`src/rtl/core/twea_pkg.sv`:
```
// ---------------------------------------------------------------------------
// Texture window edge address package
// Widths, register indexes, edge modes and payload types of the block.
// ---------------------------------------------------------------------------
package twea_pkg;

  localparam int unsigned MaxDim   = 8192;
  localparam int unsigned SizeW    = 14;
  localparam int unsigned CoordW   = 13;
  localparam int unsigned SumW     = 14;
  localparam int unsigned BppW     = 5;
  localparam int unsigned PitchW   = 19;
  localparam int unsigned OffW     = 31;
  localparam int unsigned ProdW    = CoordW + PitchW;
  localparam int unsigned CfgIdxW  = 3;
  localparam int unsigned CfgDataW = 19;

  // Remainder pipeline: two dividend bits are retired in each stage.
  localparam int unsigned RemBitsPerStage = 2;
  localparam int unsigned RemStages       = SumW / RemBitsPerStage;

  // Input stage, remainder stages, resolve, products, output register.
  localparam int unsigned NumStages = RemStages + 4;

  localparam logic [CfgIdxW-1:0] RegImageWidth    = 3'd0;
  localparam logic [CfgIdxW-1:0] RegImageHeight   = 3'd1;
  localparam logic [CfgIdxW-1:0] RegWindowX       = 3'd2;
  localparam logic [CfgIdxW-1:0] RegWindowY       = 3'd3;
  localparam logic [CfgIdxW-1:0] RegEdgeMode      = 3'd4;
  localparam logic [CfgIdxW-1:0] RegBytesPerPixel = 3'd5;
  localparam logic [CfgIdxW-1:0] RegSrcRowPitch   = 3'd6;
  localparam logic [CfgIdxW-1:0] RegDstRowPitch   = 3'd7;

  typedef enum logic [1:0] {
    EdgeZero   = 2'd0,
    EdgeClamp  = 2'd1,
    EdgeMirror = 2'd2,
    EdgeRepeat = 2'd3
  } edge_mode_e;

  typedef struct packed {
    logic [SizeW-1:0]  eff_w;
    logic [SizeW-1:0]  eff_h;
    logic [SizeW-1:0]  div_w;
    logic [SizeW-1:0]  div_h;
    logic [CoordW-1:0] win_x;
    logic [CoordW-1:0] win_y;
    edge_mode_e        mode;
    logic [BppW-1:0]   bpp;
    logic [PitchW-1:0] src_pitch;
    logic [PitchW-1:0] dst_pitch;
  } cfg_t;

  typedef struct packed {
    logic [CoordW-1:0] out_row;
    logic [CoordW-1:0] out_col;
  } in_t;

  typedef struct packed {
    logic [CoordW-1:0] source_row;
    logic [CoordW-1:0] source_col;
    logic              fill_zero;
    logic [OffW-1:0]   source_offset;
    logic [OffW-1:0]   dest_offset;
  } out_t;

  function automatic logic [SizeW-1:0] eff_size(logic [SizeW-1:0] s);
    if (s < SizeW'(2)) begin
      return SizeW'(2);
    end
    if (s > SizeW'(MaxDim)) begin
      return SizeW'(MaxDim);
    end
    return s;
  endfunction

endpackage

```
`src/rtl/core/texture_window_edge_address.sv`:
```
// ---------------------------------------------------------------------------
// Texture window edge address generator
// Maps a destination pixel of a copy window to its source pixel and offsets.
// ---------------------------------------------------------------------------
//
//   Channel  Direction  Handshake               Payload
//   in       input      in_valid_i / in_stall_o   in_t  (out_row, out_col)
//   out      output     out_valid_o / out_stall_i out_t (source/dest offsets)
//   cfg      input      cfg_valid_i / cfg_ready_o index and write data
//
// One item enters per cycle unless the pipeline holds; most of the stages
// on the way to a valid output are the seven-stage remainder pipeline.
// The whole pipeline advances together; it holds only while a valid result
// waits at the output and the sink stalls, which also stalls the input.
// Reset clears all valid bits and loads the register defaults.
// Configuration takes effect immediately; the user must write it only while idle (not enforced).
//
// The window origin is added in the input stage.  Each axis coordinate
// then runs through a remainder pipeline against either the image size
// (repeat) or the mirror period 2*size-2.  The resolve stage picks the
// edge-mode result, and the final two stages form the byte offsets with
// registered products followed by one add.
module texture_window_edge_address import twea_pkg::*; (
  input  logic                clk_i,
  input  logic                rst_ni,
  input  logic                in_valid_i,
  output logic                in_stall_o,
  input  in_t                 in_data_i,
  output logic                out_valid_o,
  input  logic                out_stall_i,
  output out_t                out_data_o,
  input  logic                cfg_valid_i,
  output logic                cfg_ready_o,
  input  logic [CfgIdxW-1:0]  cfg_index_i,
  input  logic [CfgDataW-1:0] cfg_data_i
);

  cfg_t              cfg;
  logic              en;
  logic              valid_q [NumStages];
  logic [SumW-1:0]   c_row_q, c_col_q;
  logic [CoordW-1:0] orow_q, ocol_q;
  logic [SumW-1:0]   c_row_dly_q [RemStages];
  logic [SumW-1:0]   c_col_dly_q [RemStages];
  logic [CoordW-1:0] orow_dly_q  [RemStages];
  logic [CoordW-1:0] ocol_dly_q  [RemStages];
  logic [SizeW-1:0]  rem_row, rem_col;
  out_t              res;
  out_t              out_q;

  twea_cfg u_cfg (
    .clk_i,
    .rst_ni,
    .cfg_valid_i,
    .cfg_ready_o,
    .cfg_index_i,
    .cfg_data_i,
    .cfg_o (cfg)
  );

  // Every stage moves unless a finished result is held by the sink.
  assign en         = !(valid_q[NumStages-1] && out_stall_i);
  assign in_stall_o = !en;

  always_ff @(posedge clk_i or negedge rst_ni) begin
    if (!rst_ni) begin
      for (int s = 0; s < NumStages; s++) begin
        valid_q[s] <= 1'b0;
      end
    end else if (en) begin
      valid_q[0] <= in_valid_i;
      for (int s = 1; s < NumStages; s++) begin
        valid_q[s] <= valid_q[s-1];
      end
    end
  end

  // Input stage: the window origin shifts the coordinate into image space.
  always_ff @(posedge clk_i) begin
    if (en) begin
      c_row_q <= SumW'(cfg.win_y) + SumW'(in_data_i.out_row);
      c_col_q <= SumW'(cfg.win_x) + SumW'(in_data_i.out_col);
      orow_q  <= in_data_i.out_row;
      ocol_q  <= in_data_i.out_col;
    end
  end

  twea_rem u_rem_row (
    .clk_i,
    .en_i       (en),
    .dividend_i (c_row_q),
    .divisor_i  (cfg.div_h),
    .rem_o      (rem_row)
  );

  twea_rem u_rem_col (
    .clk_i,
    .en_i       (en),
    .dividend_i (c_col_q),
    .divisor_i  (cfg.div_w),
    .rem_o      (rem_col)
  );

  // Side data travels alongside the remainder stages.
  always_ff @(posedge clk_i) begin
    if (en) begin
      c_row_dly_q[0] <= c_row_q;
      c_col_dly_q[0] <= c_col_q;
      orow_dly_q[0]  <= orow_q;
      ocol_dly_q[0]  <= ocol_q;
      for (int s = 1; s < RemStages; s++) begin
        c_row_dly_q[s] <= c_row_dly_q[s-1];
        c_col_dly_q[s] <= c_col_dly_q[s-1];
        orow_dly_q[s]  <= orow_dly_q[s-1];
        ocol_dly_q[s]  <= ocol_dly_q[s-1];
      end
    end
  end

  twea_addr u_addr (
    .clk_i,
    .en_i      (en),
    .cfg_i     (cfg),
    .c_row_i   (c_row_dly_q[RemStages-1]),
    .c_col_i   (c_col_dly_q[RemStages-1]),
    .rem_row_i (rem_row),
    .rem_col_i (rem_col),
    .out_row_i (orow_dly_q[RemStages-1]),
    .out_col_i (ocol_dly_q[RemStages-1]),
    .res_o     (res)
  );

  // Output register: the result stays put while the sink stalls.
  always_ff @(posedge clk_i) begin
    if (en) begin
      out_q <= res;
    end
  end

  assign out_valid_o = valid_q[NumStages-1];
  assign out_data_o  = out_q;

endmodule

```
`src/rtl/core/twea_cfg.sv`:
```
// ---------------------------------------------------------------------------
// Configuration registers
// Holds the register file and derives effective sizes and modulus divisors.
// ---------------------------------------------------------------------------
module twea_cfg import twea_pkg::*; (
  input  logic                clk_i,
  input  logic                rst_ni,
  input  logic                cfg_valid_i,
  output logic                cfg_ready_o,
  input  logic [CfgIdxW-1:0]  cfg_index_i,
  input  logic [CfgDataW-1:0] cfg_data_i,
  output cfg_t                cfg_o
);

  logic [SizeW-1:0]  width_q, height_q;
  logic [CoordW-1:0] win_x_q, win_y_q;
  edge_mode_e        mode_q;
  logic [BppW-1:0]   bpp_q;
  logic [PitchW-1:0] src_pitch_q, dst_pitch_q;
  logic [SizeW:0]    period_w, period_h;

  assign cfg_ready_o = 1'b1;

  always_ff @(posedge clk_i or negedge rst_ni) begin
    if (!rst_ni) begin
      width_q     <= SizeW'(2);
      height_q    <= SizeW'(2);
      win_x_q     <= '0;
      win_y_q     <= '0;
      mode_q      <= EdgeZero;
      bpp_q       <= BppW'(4);
      src_pitch_q <= PitchW'(256);
      dst_pitch_q <= PitchW'(256);
    end else if (cfg_valid_i) begin
      unique case (cfg_index_i)
        RegImageWidth:    width_q     <= cfg_data_i[SizeW-1:0];
        RegImageHeight:   height_q    <= cfg_data_i[SizeW-1:0];
        RegWindowX:       win_x_q     <= cfg_data_i[CoordW-1:0];
        RegWindowY:       win_y_q     <= cfg_data_i[CoordW-1:0];
        RegEdgeMode:      mode_q      <= edge_mode_e'(cfg_data_i[1:0]);
        RegBytesPerPixel: bpp_q       <= cfg_data_i[BppW-1:0];
        RegSrcRowPitch:   src_pitch_q <= cfg_data_i[PitchW-1:0];
        RegDstRowPitch:   dst_pitch_q <= cfg_data_i[PitchW-1:0];
        default: ;
      endcase
    end
  end

  // Mirror mode reduces modulo the period 2*size-2, the others modulo size.
  always_comb begin
    cfg_o           = '0;
    cfg_o.eff_w     = eff_size(width_q);
    cfg_o.eff_h     = eff_size(height_q);
    period_w        = {cfg_o.eff_w, 1'b0} - (SizeW+1)'(2);
    period_h        = {cfg_o.eff_h, 1'b0} - (SizeW+1)'(2);
    cfg_o.div_w     = (mode_q == EdgeMirror) ? period_w[SizeW-1:0] : cfg_o.eff_w;
    cfg_o.div_h     = (mode_q == EdgeMirror) ? period_h[SizeW-1:0] : cfg_o.eff_h;
    cfg_o.win_x     = win_x_q;
    cfg_o.win_y     = win_y_q;
    cfg_o.mode      = mode_q;
    cfg_o.bpp       = bpp_q;
    cfg_o.src_pitch = src_pitch_q;
    cfg_o.dst_pitch = dst_pitch_q;
  end

endmodule

```
`src/rtl/core/twea_rem.sv`:
```
// ---------------------------------------------------------------------------
// Pipelined remainder unit
// Restoring remainder, a fixed number of dividend bits retired per stage.
// ---------------------------------------------------------------------------
module twea_rem import twea_pkg::*; (
  input  logic             clk_i,
  input  logic             en_i,
  input  logic [SumW-1:0]  dividend_i,
  input  logic [SizeW-1:0] divisor_i,
  output logic [SizeW-1:0] rem_o
);

  logic [SumW-1:0]  num_q [RemStages];
  logic [SizeW-1:0] rem_q [RemStages];
  logic [SumW-1:0]  num_d [RemStages];
  logic [SizeW-1:0] rem_d [RemStages];

  function automatic logic [SizeW-1:0] rem_step(logic [SizeW-1:0] r, logic b,
                                                logic [SizeW-1:0] d);
    logic [SizeW:0] t;
    t = {r, b};
    if (t >= {1'b0, d}) begin
      t = t - {1'b0, d};
    end
    return t[SizeW-1:0];
  endfunction

  // The dividend shifts left as its upper bits are consumed.
  always_comb begin
    logic [SumW-1:0]  num;
    logic [SizeW-1:0] r;
    for (int s = 0; s < RemStages; s++) begin
      num = (s == 0) ? dividend_i : num_q[(s == 0) ? 0 : s-1];
      r   = (s == 0) ? '0 : rem_q[(s == 0) ? 0 : s-1];
      for (int k = 0; k < RemBitsPerStage; k++) begin
        r   = rem_step(r, num[SumW-1], divisor_i);
        num = {num[SumW-2:0], 1'b0};
      end
      num_d[s] = num;
      rem_d[s] = r;
    end
  end

  always_ff @(posedge clk_i) begin
    if (en_i) begin
      for (int s = 0; s < RemStages; s++) begin
        num_q[s] <= num_d[s];
        rem_q[s] <= rem_d[s];
      end
    end
  end

  assign rem_o = rem_q[RemStages-1];

endmodule

```
`src/rtl/core/twea_addr.sv`:
```
// ---------------------------------------------------------------------------
// Edge resolve and offset arithmetic
// Applies the edge mode, then forms source and destination byte offsets.
// ---------------------------------------------------------------------------
module twea_addr import twea_pkg::*; (
  input  logic              clk_i,
  input  logic              en_i,
  input  cfg_t              cfg_i,
  input  logic [SumW-1:0]   c_row_i,
  input  logic [SumW-1:0]   c_col_i,
  input  logic [SizeW-1:0]  rem_row_i,
  input  logic [SizeW-1:0]  rem_col_i,
  input  logic [CoordW-1:0] out_row_i,
  input  logic [CoordW-1:0] out_col_i,
  output out_t              res_o
);

  logic [CoordW-1:0] srow_d, scol_d;
  logic              fill_d;
  logic [CoordW-1:0] srow_q, scol_q, orow_q, ocol_q;
  logic              fill_q;
  logic [CoordW-1:0] srow2_q, scol2_q;
  logic              fill2_q;
  logic [ProdW-1:0]  sp_row_q, dp_row_q;
  logic [ProdW-1:0]  sp_col_q, dp_col_q;
  logic              row_ok, col_ok;
  logic [SizeW-1:0]  row_res, col_res;
  logic [ProdW-1:0]  src_sum, dst_sum;

  function automatic logic [SizeW:0] resolve(logic [SumW-1:0] c, logic [SizeW-1:0] n,
                                             logic [SizeW-1:0] d, logic [SizeW-1:0] m,
                                             edge_mode_e mode);
    logic [SizeW-1:0] v;
    logic             ok;
    v  = c[SizeW-1:0];
    ok = 1'b1;
    if (c >= n) begin
      case (mode)
        EdgeZero: begin
          v  = '0;
          ok = 1'b0;
        end
        EdgeClamp:  v = n - SizeW'(1);
        EdgeMirror: v = (m < n) ? m : d - m;
        default:    v = m;
      endcase
    end
    return {ok, v};
  endfunction

  always_comb begin
    {row_ok, row_res} = resolve(c_row_i, cfg_i.eff_h, cfg_i.div_h, rem_row_i, cfg_i.mode);
    {col_ok, col_res} = resolve(c_col_i, cfg_i.eff_w, cfg_i.div_w, rem_col_i, cfg_i.mode);
    fill_d = !(row_ok && col_ok);
    srow_d = fill_d ? '0 : row_res[CoordW-1:0];
    scol_d = fill_d ? '0 : col_res[CoordW-1:0];
  end

  always_ff @(posedge clk_i) begin
    if (en_i) begin
      srow_q   <= srow_d;
      scol_q   <= scol_d;
      fill_q   <= fill_d;
      orow_q   <= out_row_i;
      ocol_q   <= out_col_i;
      srow2_q  <= srow_q;
      scol2_q  <= scol_q;
      fill2_q  <= fill_q;
      sp_row_q <= ProdW'(srow_q * cfg_i.src_pitch);
      sp_col_q <= ProdW'(scol_q * cfg_i.bpp);
      dp_row_q <= ProdW'(orow_q * cfg_i.dst_pitch);
      dp_col_q <= ProdW'(ocol_q * cfg_i.bpp);
    end
  end

  assign src_sum = sp_row_q + sp_col_q;
  assign dst_sum = dp_row_q + dp_col_q;

  always_comb begin
    res_o               = '0;
    res_o.source_row    = srow2_q;
    res_o.source_col    = scol2_q;
    res_o.fill_zero     = fill2_q;
    res_o.source_offset = src_sum[OffW-1:0];
    res_o.dest_offset   = dst_sum[OffW-1:0];
  end

endmodule

```
`config.mk`:
```
export PLATFORM = sky130hd
export DESIGN_NAME = texture_window_edge_address
export DESIGN_NICKNAME = d
export VERILOG_FILES = /design/src/rtl/core/twea_pkg.sv /design/src/rtl/core/texture_window_edge_address.sv /design/src/rtl/core/twea_cfg.sv /design/src/rtl/core/twea_rem.sv /design/src/rtl/core/twea_addr.sv
export SDC_FILE = /design/constraint.sdc
export NUM_CORES = 2
export LEC_CHECK = 0
export BUFFER_PORTS_ARGS = -buffer_cell sky130_fd_sc_hd__buf_2
export CORE_ASPECT_RATIO = 1.2
export CORE_MARGIN = 2
export CORE_UTILIZATION = 30
export CTS_CLUSTER_SIZE = 24
export DETAILED_ROUTE_END_ITERATION = 6
export SLEW_MARGIN = 30
export SYNTH_ARGS = -nofsm -noshare
export SYNTH_HDL_FRONTEND = slang
export SYNTH_SLANG_ARGS = --single-unit
```
`constraint.sdc`:
```
create_clock -name clk_i -period 29.2 [get_ports clk_i]
set_input_delay 1.46 -clock clk_i [delete_from_list [all_inputs] [get_ports clk_i]]
set_output_delay 1.46 -clock clk_i [all_outputs]
set_load 0.01 [all_outputs]
```
==> metrics.yaml <==
first_global_vias: 58700
multi_input_area_sq_um: 45240
placement.io_buffers: 143
timing.critical_path.buf_inv: 5
required_ns: 29.69
die_h_microns: 565.6
status: "finished clean"
yosysSeqAreaShare_pct: 37.58
wl_microns: 217700
post-cts-setup-buffers: 0
ys_ff_latch: 1005
r2r_cells: 33
cp_max_fo: 19
cts_resized: 0
final-max-slew-violation-count: 0
slew_headroom_pct: 32.84
drt_iter0_drc: 3937
dp_hpwl_microns: 162200
worst_pin_slew_ns: 1.007
dieArea_sq_um: 267000
postCtsHoldBufs: 0
grt_usage_pct: 16.13
seq_area_sq_um: 29640
nFillCells: 26260
synth_nets: 8766
num_rows: 206
cpLargestDelayFamily: "compound AO/OA/AOI/OAI gates"
avgSynthCellArea_sq_um: 10.31
cts-buffers-inserted: 108
ios: 145
slowest_delay_ns: 0.74
crit_top_cell: "o21ai_0"
synth_area_sq_um: 78860
cts.htree.levels: 3
initial_core_util_pct: 30.11
synth_edf_count: 895
core_area_sq_um: 261900
root_buffer: "clkbuf_16"
async_flop_share_pct: 10.95
skew_ns: 0.08072
drive_gt1_share_pct: 8.662
grt_overflow: 0
drt_pass1_iterations: 5
holdCritPathClass: "reg2reg"
cts_sinks: 1005
vias_per_cell: 5.104
setup-violations-final: 0
synth_area_leaders: "edfxtp_1 (34%), fa_1 (12%), ha_1 (9.4%), xnor2_1 (5.1%), nand2_1 (3.8%)"
nets: 8828
grt_pass1_wl_microns: 337700
hold_violations: 0
synth_area_leader_cell: "edfxtp_1"
worst-setup-path-type: "reg2reg"
arrival_ns: 10.96
crit_slowest_cell: "o21ai_0"
routed-via-count: 57400
cap_violations: 0
drt-wirelength-per-cell_microns: 19.36
path_clk_slew_ns: 0.06
startpoint_type: "flip-flop"
clockBufferDepth: 3
antenna_left: 0
gp_congestion: 0.9079
max_freq_mhz: 95.51
finalCritPeriodShare_pct: 35.86
grt_max_degree: 153
cp.depth: 33
hold_path_depth: 0
clock_latency_ns: 0.80
yosys_most_used_dff: "edfxtp_1"
yosys_warnings: 0
antenna_found_initial: 24
endpoint_kind: "flip-flop"
rsz0062_at_grt: "false"
drc_errors: 0
finalSetupTns_ns: 0
syn_to_final_growth_pct: 10.56
yosys.area.top_type_share_pct: 34.08
cts_tree: "done"
fin_crit_ns: 10.47
die_w_microns: 472.0
synth.distinct_cells: 124
postSynthCellCount: 7648
-- metal layers --
metal	global-route usage [%]	up-vias	wire, microns
met5	0	-	34
met4	7.448	6	9932
met3	2.016	507	10770
met2	29.35	1606	110700
met1	18.81	28510	86300
li1	-	26770	-
-- cell families (layout without fill, tap and decap cells) --
group                    after synthesis  count (layout)  share of synthesized area (%)
adder cells (fa/ha/maj)             1153            1153                          22.50
AO/OA/AOI/OAI                       1455            1455                          12.22
buffers and inverters               1057            1213                          5.173
multiplexers                         192             192                          2.683
flip-flops                          1005            1005                          37.58
XOR/XNOR                             575             575                          6.510
AND/OR/NAND/NOR                     2210            2210                          13.33
other                                  1              10                       0.004756
-- placed cells by master (no fill, tap or decap), types with 73 or more instances in the layout --
cell,synthesis,routed
a21o_1,102,102
a21oi_1,387,384
and2_1,256,256
buf_2,25,142
buf_4,9,88
clkbuf_16,0,108
dfrtp_1,105,103
edfxtp_1,895,895
fa_1,470,470
ha_1,595,595
inv_1,769,769
maj3_1,82,82
mux2_2,145,145
nand2_1,800,797
nand2b_1,95,95
nand3_1,87,87
nand4_1,73,73
nor2_1,515,511
nor2b_1,86,83
nor3_1,111,107
o21ai_0,343,342
xnor2_1,463,463
xor2_1,104,104
-- final timing paths --
path / start / endpoint / slack (ns)
max in group asynchronous: rst_ni / u_cfg.width_q[10] / 26.97
worst min register to register: c_col_dly_q[2][11] / c_col_dly_q[3][11] / 0.37
min in group asynchronous: rst_ni / out_valid_o / 0.78
worst max-delay path: u_cfg.width_q[13] / u_rem_col.rem_q[4][3] / 18.73
worst max register to register: u_cfg.width_q[13] / u_rem_col.rem_q[4][3] / 18.73
worst min-delay path: c_col_dly_q[2][11] / c_col_dly_q[3][11] / 0.37
-- cells in the mapped netlist (all sizes together), types with 50 or more instances --
master / number
edfxtp: 895
and2: 257
xnor2: 465
xor2: 104
nand2: 804
fa: 470
ha: 595
a21oi: 389
mux2: 152
o21a: 64
a21boi: 61
nand2b: 95
clkbuf: 203
inv: 770
nor2b: 86
nor2: 516
maj3: 88
a21o: 102
buf: 81
o31ai: 63
nand3: 87
dfrtp: 105
nand4: 73
o21ai: 354
nor3: 114
o21bai: 50
-- cell type report --
class,count,share of cell area [%]
repair buffers,236,1.675
well taps,3432,4.925
diodes,9,0.02583
clock buffers,138,3.344
clock inverters,66,0.8209
flip-flops and latches,1005,33.99
multi-input cells,5586,51.89
inverters,773,3.328
-- state kept, by name, summed over array words and instances, names as in the netlist, 14 cells and up --
signal,cells
ocol_dly_q,91
orow_dly_q,91
u_addr.sp_row_q,31
u_cfg.dst_pitch_q,19
u_addr.sp_col_q,18
u_addr.dp_row_q,31
u_cfg.height_q,14
out_data_o,89
u_rem_col.rem_q,98
u_addr.dp_col_q,18
u_cfg.width_q,14
u_rem_row.rem_q,98
c_row_dly_q,87
c_col_q,14
c_col_dly_q,98
c_row_q,14
u_cfg.src_pitch_q,19
-- stage by stage --
| step | worst slack, ns | utilization, % | hold slack [ns] | area, sq um | std cells |
|---|---|---|---|---|---|
| 6_report | 18.73 | 33.29 | 0.3658 | 87190 | 11250 |
| 5_1_grt | 17.81 | 33.29 | 0.3691 | 87170 | 11240 |
| 4_1_cts | 18.97 | 33.26 | 0.3544 | 87100 | 11230 |
| 3_5_place_dp | 18.99 | 31.88 | 0.4045 | 83470 | 11030 |
| 3_3_place_gp | 19.17 | 31.87 | 0.4002 | 83460 | 11030 |
| 2_1_floorplan | 2.659 | - | 0.4003 | 78860 | 7648 |
Power is left out: the tool's default activity adds up to more than one toggle a clock period on the data nets, which glitch-free logic cannot reach.
